File: src/rtl/aabb_mtv_collision_resolve_unit_assert.svh
// Assertion macros for the collision resolve unit.
`ifndef AABB_MTV_COLLISION_RESOLVE_UNIT_ASSERT_SVH
`define AABB_MTV_COLLISION_RESOLVE_UNIT_ASSERT_SVH

// Same-cycle implication, sampled on clk_i, off during reset.
`define ACR_ASSERT_NOW(lbl, ante, cons, msg) \
  lbl: assert property (@(posedge clk_i) disable iff (!rst_ni) (ante) |-> (cons)) \
    else $error(msg);

// Next-cycle implication, sampled on clk_i, off during reset.
`define ACR_ASSERT_NEXT(lbl, ante, cons, msg) \
  lbl: assert property (@(posedge clk_i) disable iff (!rst_ni) (ante) |=> (cons)) \
    else $error(msg);

`endif

File: src/rtl/acr_pkg.sv
package acr_pkg;

  localparam int unsigned CoordBits = 16;

  typedef logic [CoordBits-1:0] coord_t;

  localparam logic [3:0] SideLeft   = 4'b0001;
  localparam logic [3:0] SideRight  = 4'b0010;
  localparam logic [3:0] SideTop    = 4'b0100;
  localparam logic [3:0] SideBottom = 4'b1000;
  localparam logic [3:0] SideNone   = 4'b0000;

  localparam logic [7:0] HitMax = 8'hFF;

  typedef struct packed {
    logic               first_of_run;
    logic               last_of_run;
    logic               has_static;
    logic signed [15:0] start_x;
    logic signed [15:0] start_y;
    logic [7:0]         moving_w;
    logic [7:0]         moving_h;
    logic signed [15:0] static_x;
    logic signed [15:0] static_y;
    logic [7:0]         static_w;
    logic [7:0]         static_h;
  } req_t;

  typedef struct packed {
    logic signed [15:0] pos_x;
    logic signed [15:0] pos_y;
    logic [3:0]         sides_seen;
    logic [7:0]         hit_count;
    logic               this_hit;
    logic               run_done;
  } res_t;

  function automatic coord_t from16(logic signed [15:0] v);
    logic signed [31:0] ext;
    ext = 32'(v);
    return ext[CoordBits-1:0];
  endfunction

  function automatic logic signed [15:0] to16(coord_t v);
    logic signed [31:0] ext;
    ext = 32'(signed'(v));
    return ext[15:0];
  endfunction

  function automatic logic positive(coord_t v);
    return (v != '0) && !v[CoordBits-1];
  endfunction

endpackage

File: src/rtl/acr_if.sv
interface acr_req_if;
  logic          valid;
  logic          ready;
  acr_pkg::req_t data;

  modport source (output valid, output data, input ready);
  modport sink (input valid, input data, output ready);
endinterface

interface acr_res_if;
  logic          valid;
  logic          ready;
  acr_pkg::res_t data;

  modport source (output valid, output data, input ready);
  modport sink (input valid, input data, output ready);
endinterface

File: src/rtl/aabb_mtv_collision_resolve_unit.sv
// Collision resolve unit: pushes a moving box out of a run of static boxes.
// req_i carries one request per static box (valid/ready). The first request
// of a run loads the moving box start and size and clears sides and hits;
// has_static low gives a request with no box to test. res_o returns one
// result per request, in order: position after the push, accumulated sides,
// saturating hit count, this request's hit flag and the end-of-run mark.
// A taken request is registered in the input register, resolved against
// the carried state and registered again in the result register on res_o.
// Throughput: one request per cycle while res_o does not stall; the input
// and result registers each hold one request, so one more request is
// taken while a result waits. The carried-position loop sets that rate.
// When res_o stalls, the result holds and the input register fills, then
// req_i.ready drops until the receiver takes the result.
// Reset clears position, size, sides, hits and both valid flags.
`include "aabb_mtv_collision_resolve_unit_assert.svh"

module aabb_mtv_collision_resolve_unit (
  input  logic      clk_i,
  input  logic      rst_ni,
  acr_req_if.sink   req_i,
  acr_res_if.source res_o
);

  logic           in_valid_q;
  acr_pkg::req_t  in_q;
  logic           out_valid_q;
  acr_pkg::res_t  out_q;

  acr_pkg::coord_t cur_x_q, cur_x_d;
  acr_pkg::coord_t cur_y_q, cur_y_d;
  logic [7:0]      box_w_q, box_w_d;
  logic [7:0]      box_h_q, box_h_d;
  logic [3:0]      sides_q, sides_d;
  logic [7:0]      hits_q, hits_d;

  logic out_free;
  logic advance;

  acr_pkg::coord_t base_x, base_y, sx, sy;
  acr_pkg::coord_t pl, pr, pt, pb, mx, my;
  logic [3:0]      base_sides;
  logic [7:0]      base_hits;
  logic            hit, l_lt, t_lt;

  assign out_free    = !out_valid_q || res_o.ready;
  assign advance     = in_valid_q && out_free;
  assign req_i.ready = !in_valid_q || out_free;

  always_comb begin
    if (in_q.first_of_run) begin
      base_x     = acr_pkg::from16(in_q.start_x);
      base_y     = acr_pkg::from16(in_q.start_y);
      box_w_d    = in_q.moving_w;
      box_h_d    = in_q.moving_h;
      base_sides = acr_pkg::SideNone;
      base_hits  = '0;
    end else begin
      base_x     = cur_x_q;
      base_y     = cur_y_q;
      box_w_d    = box_w_q;
      box_h_d    = box_h_q;
      base_sides = sides_q;
      base_hits  = hits_q;
    end

    sx = acr_pkg::from16(in_q.static_x);
    sy = acr_pkg::from16(in_q.static_y);
    pl = sx + acr_pkg::coord_t'(in_q.static_w) - base_x;
    pr = base_x + acr_pkg::coord_t'(box_w_d) - sx;
    pt = sy + acr_pkg::coord_t'(in_q.static_h) - base_y;
    pb = base_y + acr_pkg::coord_t'(box_h_d) - sy;

    hit  = in_q.has_static && acr_pkg::positive(pl) && acr_pkg::positive(pr)
           && acr_pkg::positive(pt) && acr_pkg::positive(pb);
    l_lt = pl < pr;
    t_lt = pt < pb;
    mx   = l_lt ? pl : pr;
    my   = t_lt ? pt : pb;

    cur_x_d = base_x;
    cur_y_d = base_y;
    sides_d = base_sides;
    hits_d  = base_hits;
    if (hit) begin
      if (mx <= my) begin
        cur_x_d = l_lt ? base_x + pl : base_x - pr;
      end else begin
        cur_y_d = t_lt ? base_y + pt : base_y - pb;
      end
      sides_d = base_sides | (l_lt ? acr_pkg::SideLeft : acr_pkg::SideRight)
                           | (t_lt ? acr_pkg::SideTop : acr_pkg::SideBottom);
      if (base_hits != acr_pkg::HitMax) begin
        hits_d = base_hits + 8'd1;
      end
    end
  end

  always_ff @(posedge clk_i or negedge rst_ni) begin
    if (!rst_ni) begin
      in_valid_q  <= 1'b0;
      out_valid_q <= 1'b0;
      cur_x_q     <= '0;
      cur_y_q     <= '0;
      box_w_q     <= '0;
      box_h_q     <= '0;
      sides_q     <= '0;
      hits_q      <= '0;
    end else begin
      if (req_i.ready) begin
        in_valid_q <= req_i.valid;
      end
      if (advance) begin
        out_valid_q <= 1'b1;
        cur_x_q     <= cur_x_d;
        cur_y_q     <= cur_y_d;
        box_w_q     <= box_w_d;
        box_h_q     <= box_h_d;
        sides_q     <= sides_d;
        hits_q      <= hits_d;
      end else if (res_o.ready) begin
        out_valid_q <= 1'b0;
      end
    end
  end

  always_ff @(posedge clk_i) begin
    if (req_i.valid && req_i.ready) begin
      in_q <= req_i.data;
    end
    if (advance) begin
      out_q.pos_x      <= acr_pkg::to16(cur_x_d);
      out_q.pos_y      <= acr_pkg::to16(cur_y_d);
      out_q.sides_seen <= sides_d;
      out_q.hit_count  <= hits_d;
      out_q.this_hit   <= hit;
      out_q.run_done   <= in_q.last_of_run;
    end
  end

  assign res_o.valid = out_valid_q;
  assign res_o.data  = out_q;

  `ACR_ASSERT_NEXT(a_adv_gives_result, advance, out_valid_q, "request lost before result")
  `ACR_ASSERT_NEXT(a_hits_monotonic, advance && !in_q.first_of_run,
                   hits_q >= $past(hits_q), "hit count fell within a run")
  `ACR_ASSERT_NOW(a_hit_counted, out_valid_q && out_q.this_hit,
                  out_q.hit_count != 8'd0, "hit flagged with zero hit count")
  `ACR_ASSERT_NOW(a_sides_match_hits, out_valid_q,
                  (out_q.hit_count == 8'd0) == (out_q.sides_seen == acr_pkg::SideNone),
                  "sides and hit count disagree")

endmodule
File: src/flat_wrapper.sv
// flat-port wrapper written by rule: the top's interface ports become plain ports
module aabb_mtv_collision_resolve_unit_flat 
  (clk_i, rst_ni, req_i_valid, req_i_data, req_i_ready, res_o_valid, res_o_data, res_o_ready);
  acr_req_if req_i_i ();
  acr_res_if res_o_i ();
  input  logic clk_i;
  input  logic rst_ni;
  input wire logic [$bits(req_i_i.valid)-1:0] req_i_valid;
  input wire logic [$bits(req_i_i.data)-1:0] req_i_data;
  output wire logic [$bits(req_i_i.ready)-1:0] req_i_ready;
  output wire logic [$bits(res_o_i.valid)-1:0] res_o_valid;
  output wire logic [$bits(res_o_i.data)-1:0] res_o_data;
  input wire logic [$bits(res_o_i.ready)-1:0] res_o_ready;
  assign req_i_i.valid = req_i_valid;
  assign req_i_i.data = req_i_data;
  assign req_i_ready = req_i_i.ready;
  assign res_o_valid = res_o_i.valid;
  assign res_o_data = res_o_i.data;
  assign res_o_i.ready = res_o_ready;
  aabb_mtv_collision_resolve_unit u_core (.clk_i(clk_i), .rst_ni(rst_ni), .req_i(req_i_i), .res_o(res_o_i));
endmodule
File: config.mk
export PLATFORM = sky130hd
export DESIGN_NAME = aabb_mtv_collision_resolve_unit_flat
export DESIGN_NICKNAME = d
export VERILOG_FILES = /design/src/rtl/acr_pkg.sv /design/src/rtl/acr_if.sv /design/src/rtl/aabb_mtv_collision_resolve_unit.sv /design/src/flat_wrapper.sv
export VERILOG_INCLUDE_DIRS = /design/src /design/src/rtl
export SDC_FILE = /design/constraint.sdc
export NUM_CORES = 1
export LEC_CHECK = 0
export ABC_AREA = 1
export BUFFER_PORTS_ARGS = -buffer_cell sky130_fd_sc_hd__buf_2
export CAP_MARGIN = 15
export CORE_UTILIZATION = 57
export CTS_CLUSTER_DIAMETER = 100
export DETAILED_ROUTE_END_ITERATION = 10
export PLACE_DENSITY = 0.86
export SETUP_SLACK_MARGIN = 0.1
export SYNTH_ARGS = -nofsm -noshare
export SYNTH_HDL_FRONTEND = slang
export SYNTH_SLANG_ARGS = --single-unit
File: constraint.sdc
create_clock -name clk_i -period 7.5 [get_ports clk_i]
set_input_delay 0.375 -clock clk_i [delete_from_list [all_inputs] [get_ports clk_i]]
set_output_delay 0.375 -clock clk_i [all_outputs]
set_load 0.02 [all_outputs]
==> results by group, run 1 <==
Clocking
  • # clock sinks: a little over 200
  • Inserted Clock Buffers: 22
  • Total number of H-tree levels: 1
  • Clk slew on worst S/H paths: 0.07 ns
  • CTS Buffer Depth: 3
  • Insertion delay to the later sink of the worst-skew pair: 0.54 ns
  • CTS tree: yes
  • Root buf cell: clkbuf_16

Die
  • Die Span X: 172 µm
  • Starting Density: 58.7%
  • Die H: 172 µm
  • Cell Rows: about 60
  • Core area: 0.0282 mm²
  • Total I/O pin count: between 150 and 200
  • Die ar.: a little under 0.03 mm²

Synthesis
  • Top FF cell, synth: edfxtp_1
  • Synthesized area: 0.0165 mm²
  • Syn Area/Cell: 7.77 µm²
  • #FFs+latches synth: 207
  • Count leader, synth: nand2_1
  • Synth top cells by count: nand2_1, inv_1, ha_1
  • Ys async rst share: 30.0%
  • Synth area leaders: edfxtp_1, nand2_1, ha_1
  • Post-synth EDFFs: roughly 150
  • Post-synth cell types: 50
  • Post-Synthesis Cells: 2128
  • YS warnings: 0
  • Area share of the leading cell type in the synthesized netlist: 26.3%
  • Sequential element share of the synthesized area: between 30% and 40%
  • Net Count, Synth: roughly 2400
  • Synth area leader: edfxtp_1

Setup path
  • CP Max Fanout: 20
  • Worst Path Class, Setup: reg -> reg
  • Worst setup SP type: flop
  • Critical Path Sink Type: flop
  • R2r startpoint: u_core.in_q[98]
  • Most used cell, CP: nand2_1
  • CP max stage cell: fa_1
  • CP required: slightly below 8 ns
  • Slowest stage delay, CP: 0.46 ns
  • CP Launch Point: u_core.in_q[98]
  • Critical Path AT: 7.43 ns

Placed design
  • RePlAce Congestion: 0.924
  • Placed Instances: 2635
  • DP HPWL: 35300 µm
  • Setup WS pre-CTS: 0.241 ns
  • Port Buf Inserts: 150

STA
  • Worst Tran Pin Value: 0.957 ns
  • Clk_skew: about 0.019 ns
  • Max Freq: between 0.1 and 0.15 GHz
  • Setup ws final: 0.530 ns
  • Setup_tns: 0 ns
  • Pins Over Slew Limit: 0
  • Period utilisation layout: slightly above 90%
  • Final hold violation count: 0
  • RSZ-0062 raised after global routing: yes
  • Slew Limit Headroom: 36.2%
  • Setup violators final: 0
  • Tmin final: 6.97 ns

Global route
  • First-pass GRT wire length: 70400 µm
  • Largest net degree at the start of global routing: between 80 and 90
  • Initial antenna violation count: 0
  • GRT Total Usage: 30.8%
  • Remaining global-route overflow: 0
  • Number of global-route vias before repair: 13900

Finish
  • Layout overhead on the synthesized area: 12.5%
  • # diodes: 0
  • Fillers: 2354
  • Post-Layout Cell Count: 2683
  • Layout Nets: roughly 2600
  • Layout cells sized above 1: about an eighth

Status
  • Status: finished clean

Routing
  • Vias/cell: between 5 and 6
  • Initial DRC Count: 1351
  • Detailed Routing Iterations Pass 1: 5
  • Routed len/inst: 16.9 µm
  • Vias: 14700
  • Post-Route WL: 45300 µm
  • DRC: 0
  • DRT antenna net count: 0

Flow run
  • Maxcap violations: 0

Worst hold path
  • Worst hold-check path type: in -> reg
  • Hold wc startpoint: req_i_data[23]
-- registers in the layout (all words and copies together), names as in the netlist --
register            cells
u_core.sides_q          4
u_core.sx              16
u_core.cur_y_q         16
u_core.sy              16
u_core.cur_x_q         16
u_core.res_o.valid      1
u_core.in_valid_q       1
u_core.box_h_q          8
u_core.hits_q           8
u_core.res_o.data      46
u_core.box_w_q          8
u_core.in_q            67
-- per-layer routing --
metal	wire, µm	global-route usage [%]	part of all wire [%]
met4	1390	10.2	3.1
met3	3930	5.26	8.7
met5	0	0	0
met2	19700	47.9	44
met1	20300	43.3	45
-- worst max-delay path: cells and delay by family (launching register included) --
| family | cells | cell delay [ns] |
|---|---|---|
| AO/OA/AOI/OAI | 11 | 2.00 |
| adder cells (fa/ha/maj) | 5 | 1.79 |
| AND/OR/NAND/NOR | 13 | 1.68 |
| buffers and inverters | 6 | 0.84 |
| flip-flops | 1 | 0.44 |
| XOR/XNOR | 1 | 0.12 |
-- layout make-up --
| cell class | count | area [µm²] | area share (%) |
|---|---|---|---|
| repair buffers | 174 | 967 | 5.20 |
| well taps | 378 | 473 | 2.54 |
| clock buffers | 34 | 646 | 3.47 |
| multi-input cells | 1571 | 9340 | 50.2 |
| clock inverters | 6 | 82.6 | 0.444 |
| inverters | 313 | 1190 | 6.39 |
| flip-flops and latches | 207 | 5910 | 31.8 |
-- worst paths after layout --
kind                       slack, ns              endpoint  depth (start not counted)
max                             0.53    u_core.cur_x_q[12]                         36
min                            0.007          u_core.sy[7]                          1
max reg2reg                     0.53    u_core.cur_x_q[12]                         36
min reg2reg                     0.44  u_core.res_o.data[0]                          0
max in group asynchronous       6.87    u_core.cur_y_q[11]                          2
min in group asynchronous       0.05     u_core.box_w_q[6]                          2
-- metrics by stage --
| stage | util (%) | hold slack (ns) | area (µm²) |
|---|---|---|---|
| floorplan | - | 0.0794 | 16500 |
| global placement | 62.9 | 0.408 | 17700 |
| detailed placement | 62.9 | 0.414 | 17700 |
| CTS | 65.5 | 0.000763 | 18500 |
| global route | 66.0 | 0.00178 | 18600 |
| finish | 66.0 | 0.00683 | 18600 |
-- placed cells by master (no fill, tap or decap), types with 6 or more instances in the layout --
cell type,count
a21oi_1,87
and2_1,8
buf_2,150
buf_4,17
clkbuf_1,7
clkbuf_16,22
dfrtp_1,62
edfxtp_1,145
fa_1,34
ha_1,168
inv_1,306
nand2_1,703
nand2_2,6
nand3_1,90
nand3b_1,10
nand4_1,26
nor2_1,96
nor3_1,18
o21ai_0,144
o21ai_1,11
o21ai_2,12
or2_2,30
xnor2_1,32
xor2_1,37
xor2_2,6
-- cell families (layout without fill, tap and decap cells) --
kind of cell | after synthesis | in the layout | synth area share (%)
AO/OA/AOI/OAI | 290 | 290 | 9.53
XOR/XNOR | 76 | 76 | 4.25
adder cells (fa/ha/maj) | 203 | 203 | 16.9
buffers and inverters | 351 | 527 | 8.25
flip-flops | 207 | 207 | 35.7
multiplexers | 2 | 2 | 0.121
AND/OR/NAND/NOR | 999 | 1000 | 25.2
-- timing repair --
item | 4_1_cts | 5_1_grt
buffers inserted | 0 | 5
resized for setup | 0 | 39
hold buffers | 2 | 0
setup endpoints to repair | 0 | 64
hold endpoints to repair | 2 | 0
Power of run 1 is not shown: default switching activity piles up to over one toggle a cycle in this logic, so the estimate is an artifact.
==> run 2, diff against run 1 <==
CELL_PAD_IN_SITES_DETAIL_PLACEMENT = 2   (was unset)
CELL_PAD_IN_SITES_GLOBAL_PLACEMENT = 2   (was unset)
CORE_UTILIZATION = 36   (was 57)
PLACE_DENSITY = 0.9   (was 0.86)
==> run 2 against run 1 <==
  * The flow now finishes with violations (hold timing, setup timing)
  * Routed wire length increased to 2.7 times the previous value
  * Clock skew increased by 0.017 ns
  * Die area increased by 58%
  * Cell count increased by 15%
  * Register-to-register slack got worse by 1.6 ns
  * Global-route usage increased by 11 points
  * Setup slack got worse by 1.6 ns
  * Core utilization decreased by 19 points
  * Cell area increased by 14%
  * First-iteration DRC count increased by 90%
  * Clock-buffer cell count decreased by 1
  * Largest cell class unchanged
==> results by group, run 2 (synthesis gave the netlist of run 1 again) <==
Routing
  • Routed len/inst: 39.2 µm
  • DRT antenna net count: 0
  • Vias/cell: 6.54
  • DRC: 0
  • Initial DRC Count: roughly 2600
  • Vias: 20200
  • Post-Route WL: 121000 µm
  • Detailed Routing Iterations Pass 1: 6

Clocking
  • Total number of H-tree levels: 1
  • Root buf cell: clkbuf_16
  • Clk slew on worst S/H paths: ~0.080 ns
  • # clock sinks: 207
  • Insertion delay to the later sink of the worst-skew pair: approximately 0.63 ns
  • Inserted Clock Buffers: 26
  • CTS tree: yes
  • CTS Buffer Depth: 3

STA
  • Clk_skew: 0.0360 ns
  • Final hold slack: -0.0272 ns
  • Setup ws final: -1.05 ns
  • Pins Over Slew Limit: 0
  • Slew Limit Headroom: around 16%
  • Period utilisation layout: 114%
  • Setup violators final: 64
  • Tmin final: 8.55 ns
  • Worst Tran Pin Value: 1.25 ns
  • Max Freq: 0.117 GHz
  • Final hold violation count: 2

Finish
  • Most frequent cells in the layout: nand2_1, inv_1, buf_2
  • Fillers: 5086
  • Layout overhead on the synthesized area: 28.8%
  • Max FFs per register: between 60 and 70
  • Post-route cell area: roughly 0.021 mm²
  • Multi-input gate area: 0.0100 mm²
  • Register area: 0.00591 mm²
  • Commonest non-fill, non-tap cell in the layout: nand2_1
  • Layout cells sized above 1: 20.4%
  • Most flops, register: u_core.in_q
  • Layout Nets: 2769

Setup path
  • Worst setup SP type: flop
  • CP max stage cell: ha_1
  • CP Max Fanout: 21
  • Critical Path AT: 9.10 ns
  • Critical Path Sink Type: flop
  • Most used cell, CP: nand2_1
  • Delay-heaviest family, CP: simple AND/OR/NAND/NOR gates
  • Worst Path Class, Setup: reg -> reg
  • CP Buf/Inv Count: 9
  • CP required: 8.04 ns
  • Slowest stage delay, CP: 0.58 ns

Worst hold path
  • Worst hold-check path type: in -> reg

Placed design
  • RePlAce Congestion: about 0.96
  • Port Buf Inserts: 150
  • Post-DP Area: 0.0184 mm²
  • Setup WS pre-CTS: -0.243 ns
  • DP HPWL: slightly below 60000 µm

Global route
  • Number of global-route vias before repair: roughly 21000
  • Remaining global-route overflow: 0
  • Largest net degree at the start of global routing: 74
  • First-pass GRT wire length: 143000 µm
  • GRT Total Usage: 41.6%
  • Initial antenna violation count: 10

Die
  • Total I/O pin count: 151
  • Starting Density: between 30% and 40%
  • Die ar.: 0.0468 mm²
  • Die H: 216 µm
  • Cell Rows: 78
  • Die Span X: 216 µm
  • Core area: 0.0454 mm²

Status
  • Status: finished, violations left
  • Failing checks: hold timing, setup timing

Flow run
  • Maxcap violations: 0
run 2: what timing repair did:
action                     in CTS  in global routing
gates cloned                    0                  5
hold endpoints to repair       84                  9
setup buffers                   2                 31
gates resized for setup        27                214
setup endpoints to repair      64                 64
pin swaps                       1                 34
hold buffers                   84                  9
run 2: final timing paths:
kind	from	endpoint	slack, ns	depth (start not counted)
min in group asynchronous	rst_ni	u_core.cur_x_q[0]	0.07	2
setup / recovery	u_core.in_q[98]	u_core.cur_x_q[6]	-1.05	37
hold / removal	req_i_data[26]	u_core.sy[10]	-0.03	1
hold reg to reg	u_core.in_q[97]	u_core.res_o.data[0]	0.49	0
max in group asynchronous	rst_ni	u_core.box_w_q[7]	6.76	2
setup reg to reg	u_core.in_q[98]	u_core.cur_x_q[6]	-1.05	37
run 2: metal layers:
metal	share of wire [%]	global-route usage [%]
met1	34	46.4
met2	44	69.6
met3	12	9.47
met4	11	30.3
met5	0.052	0
run 2: through the flow:
step,setup TNS [ns],cells,utilization [%]
floorplan,0,2128,-
global placement,0,2904,40.5
detailed placement,-1.24,2904,40.5
CTS,0,3038,44.4
global route,-46.73,3084,46.9
finish,-52.86,3092,46.9
run 2: area by class of cell:
type,instances,share of cell area (%)
multi-input cells,1572,47.0
clock buffers,33,3.23
repair buffers,342,11.8
clock inverters,15,0.946
inverters,313,5.59
flip-flops and latches,207,27.7
well taps,600,3.53
repair inverters,1,0.0235
diodes,9,0.106
Power of run 2 is left out for the same reason.
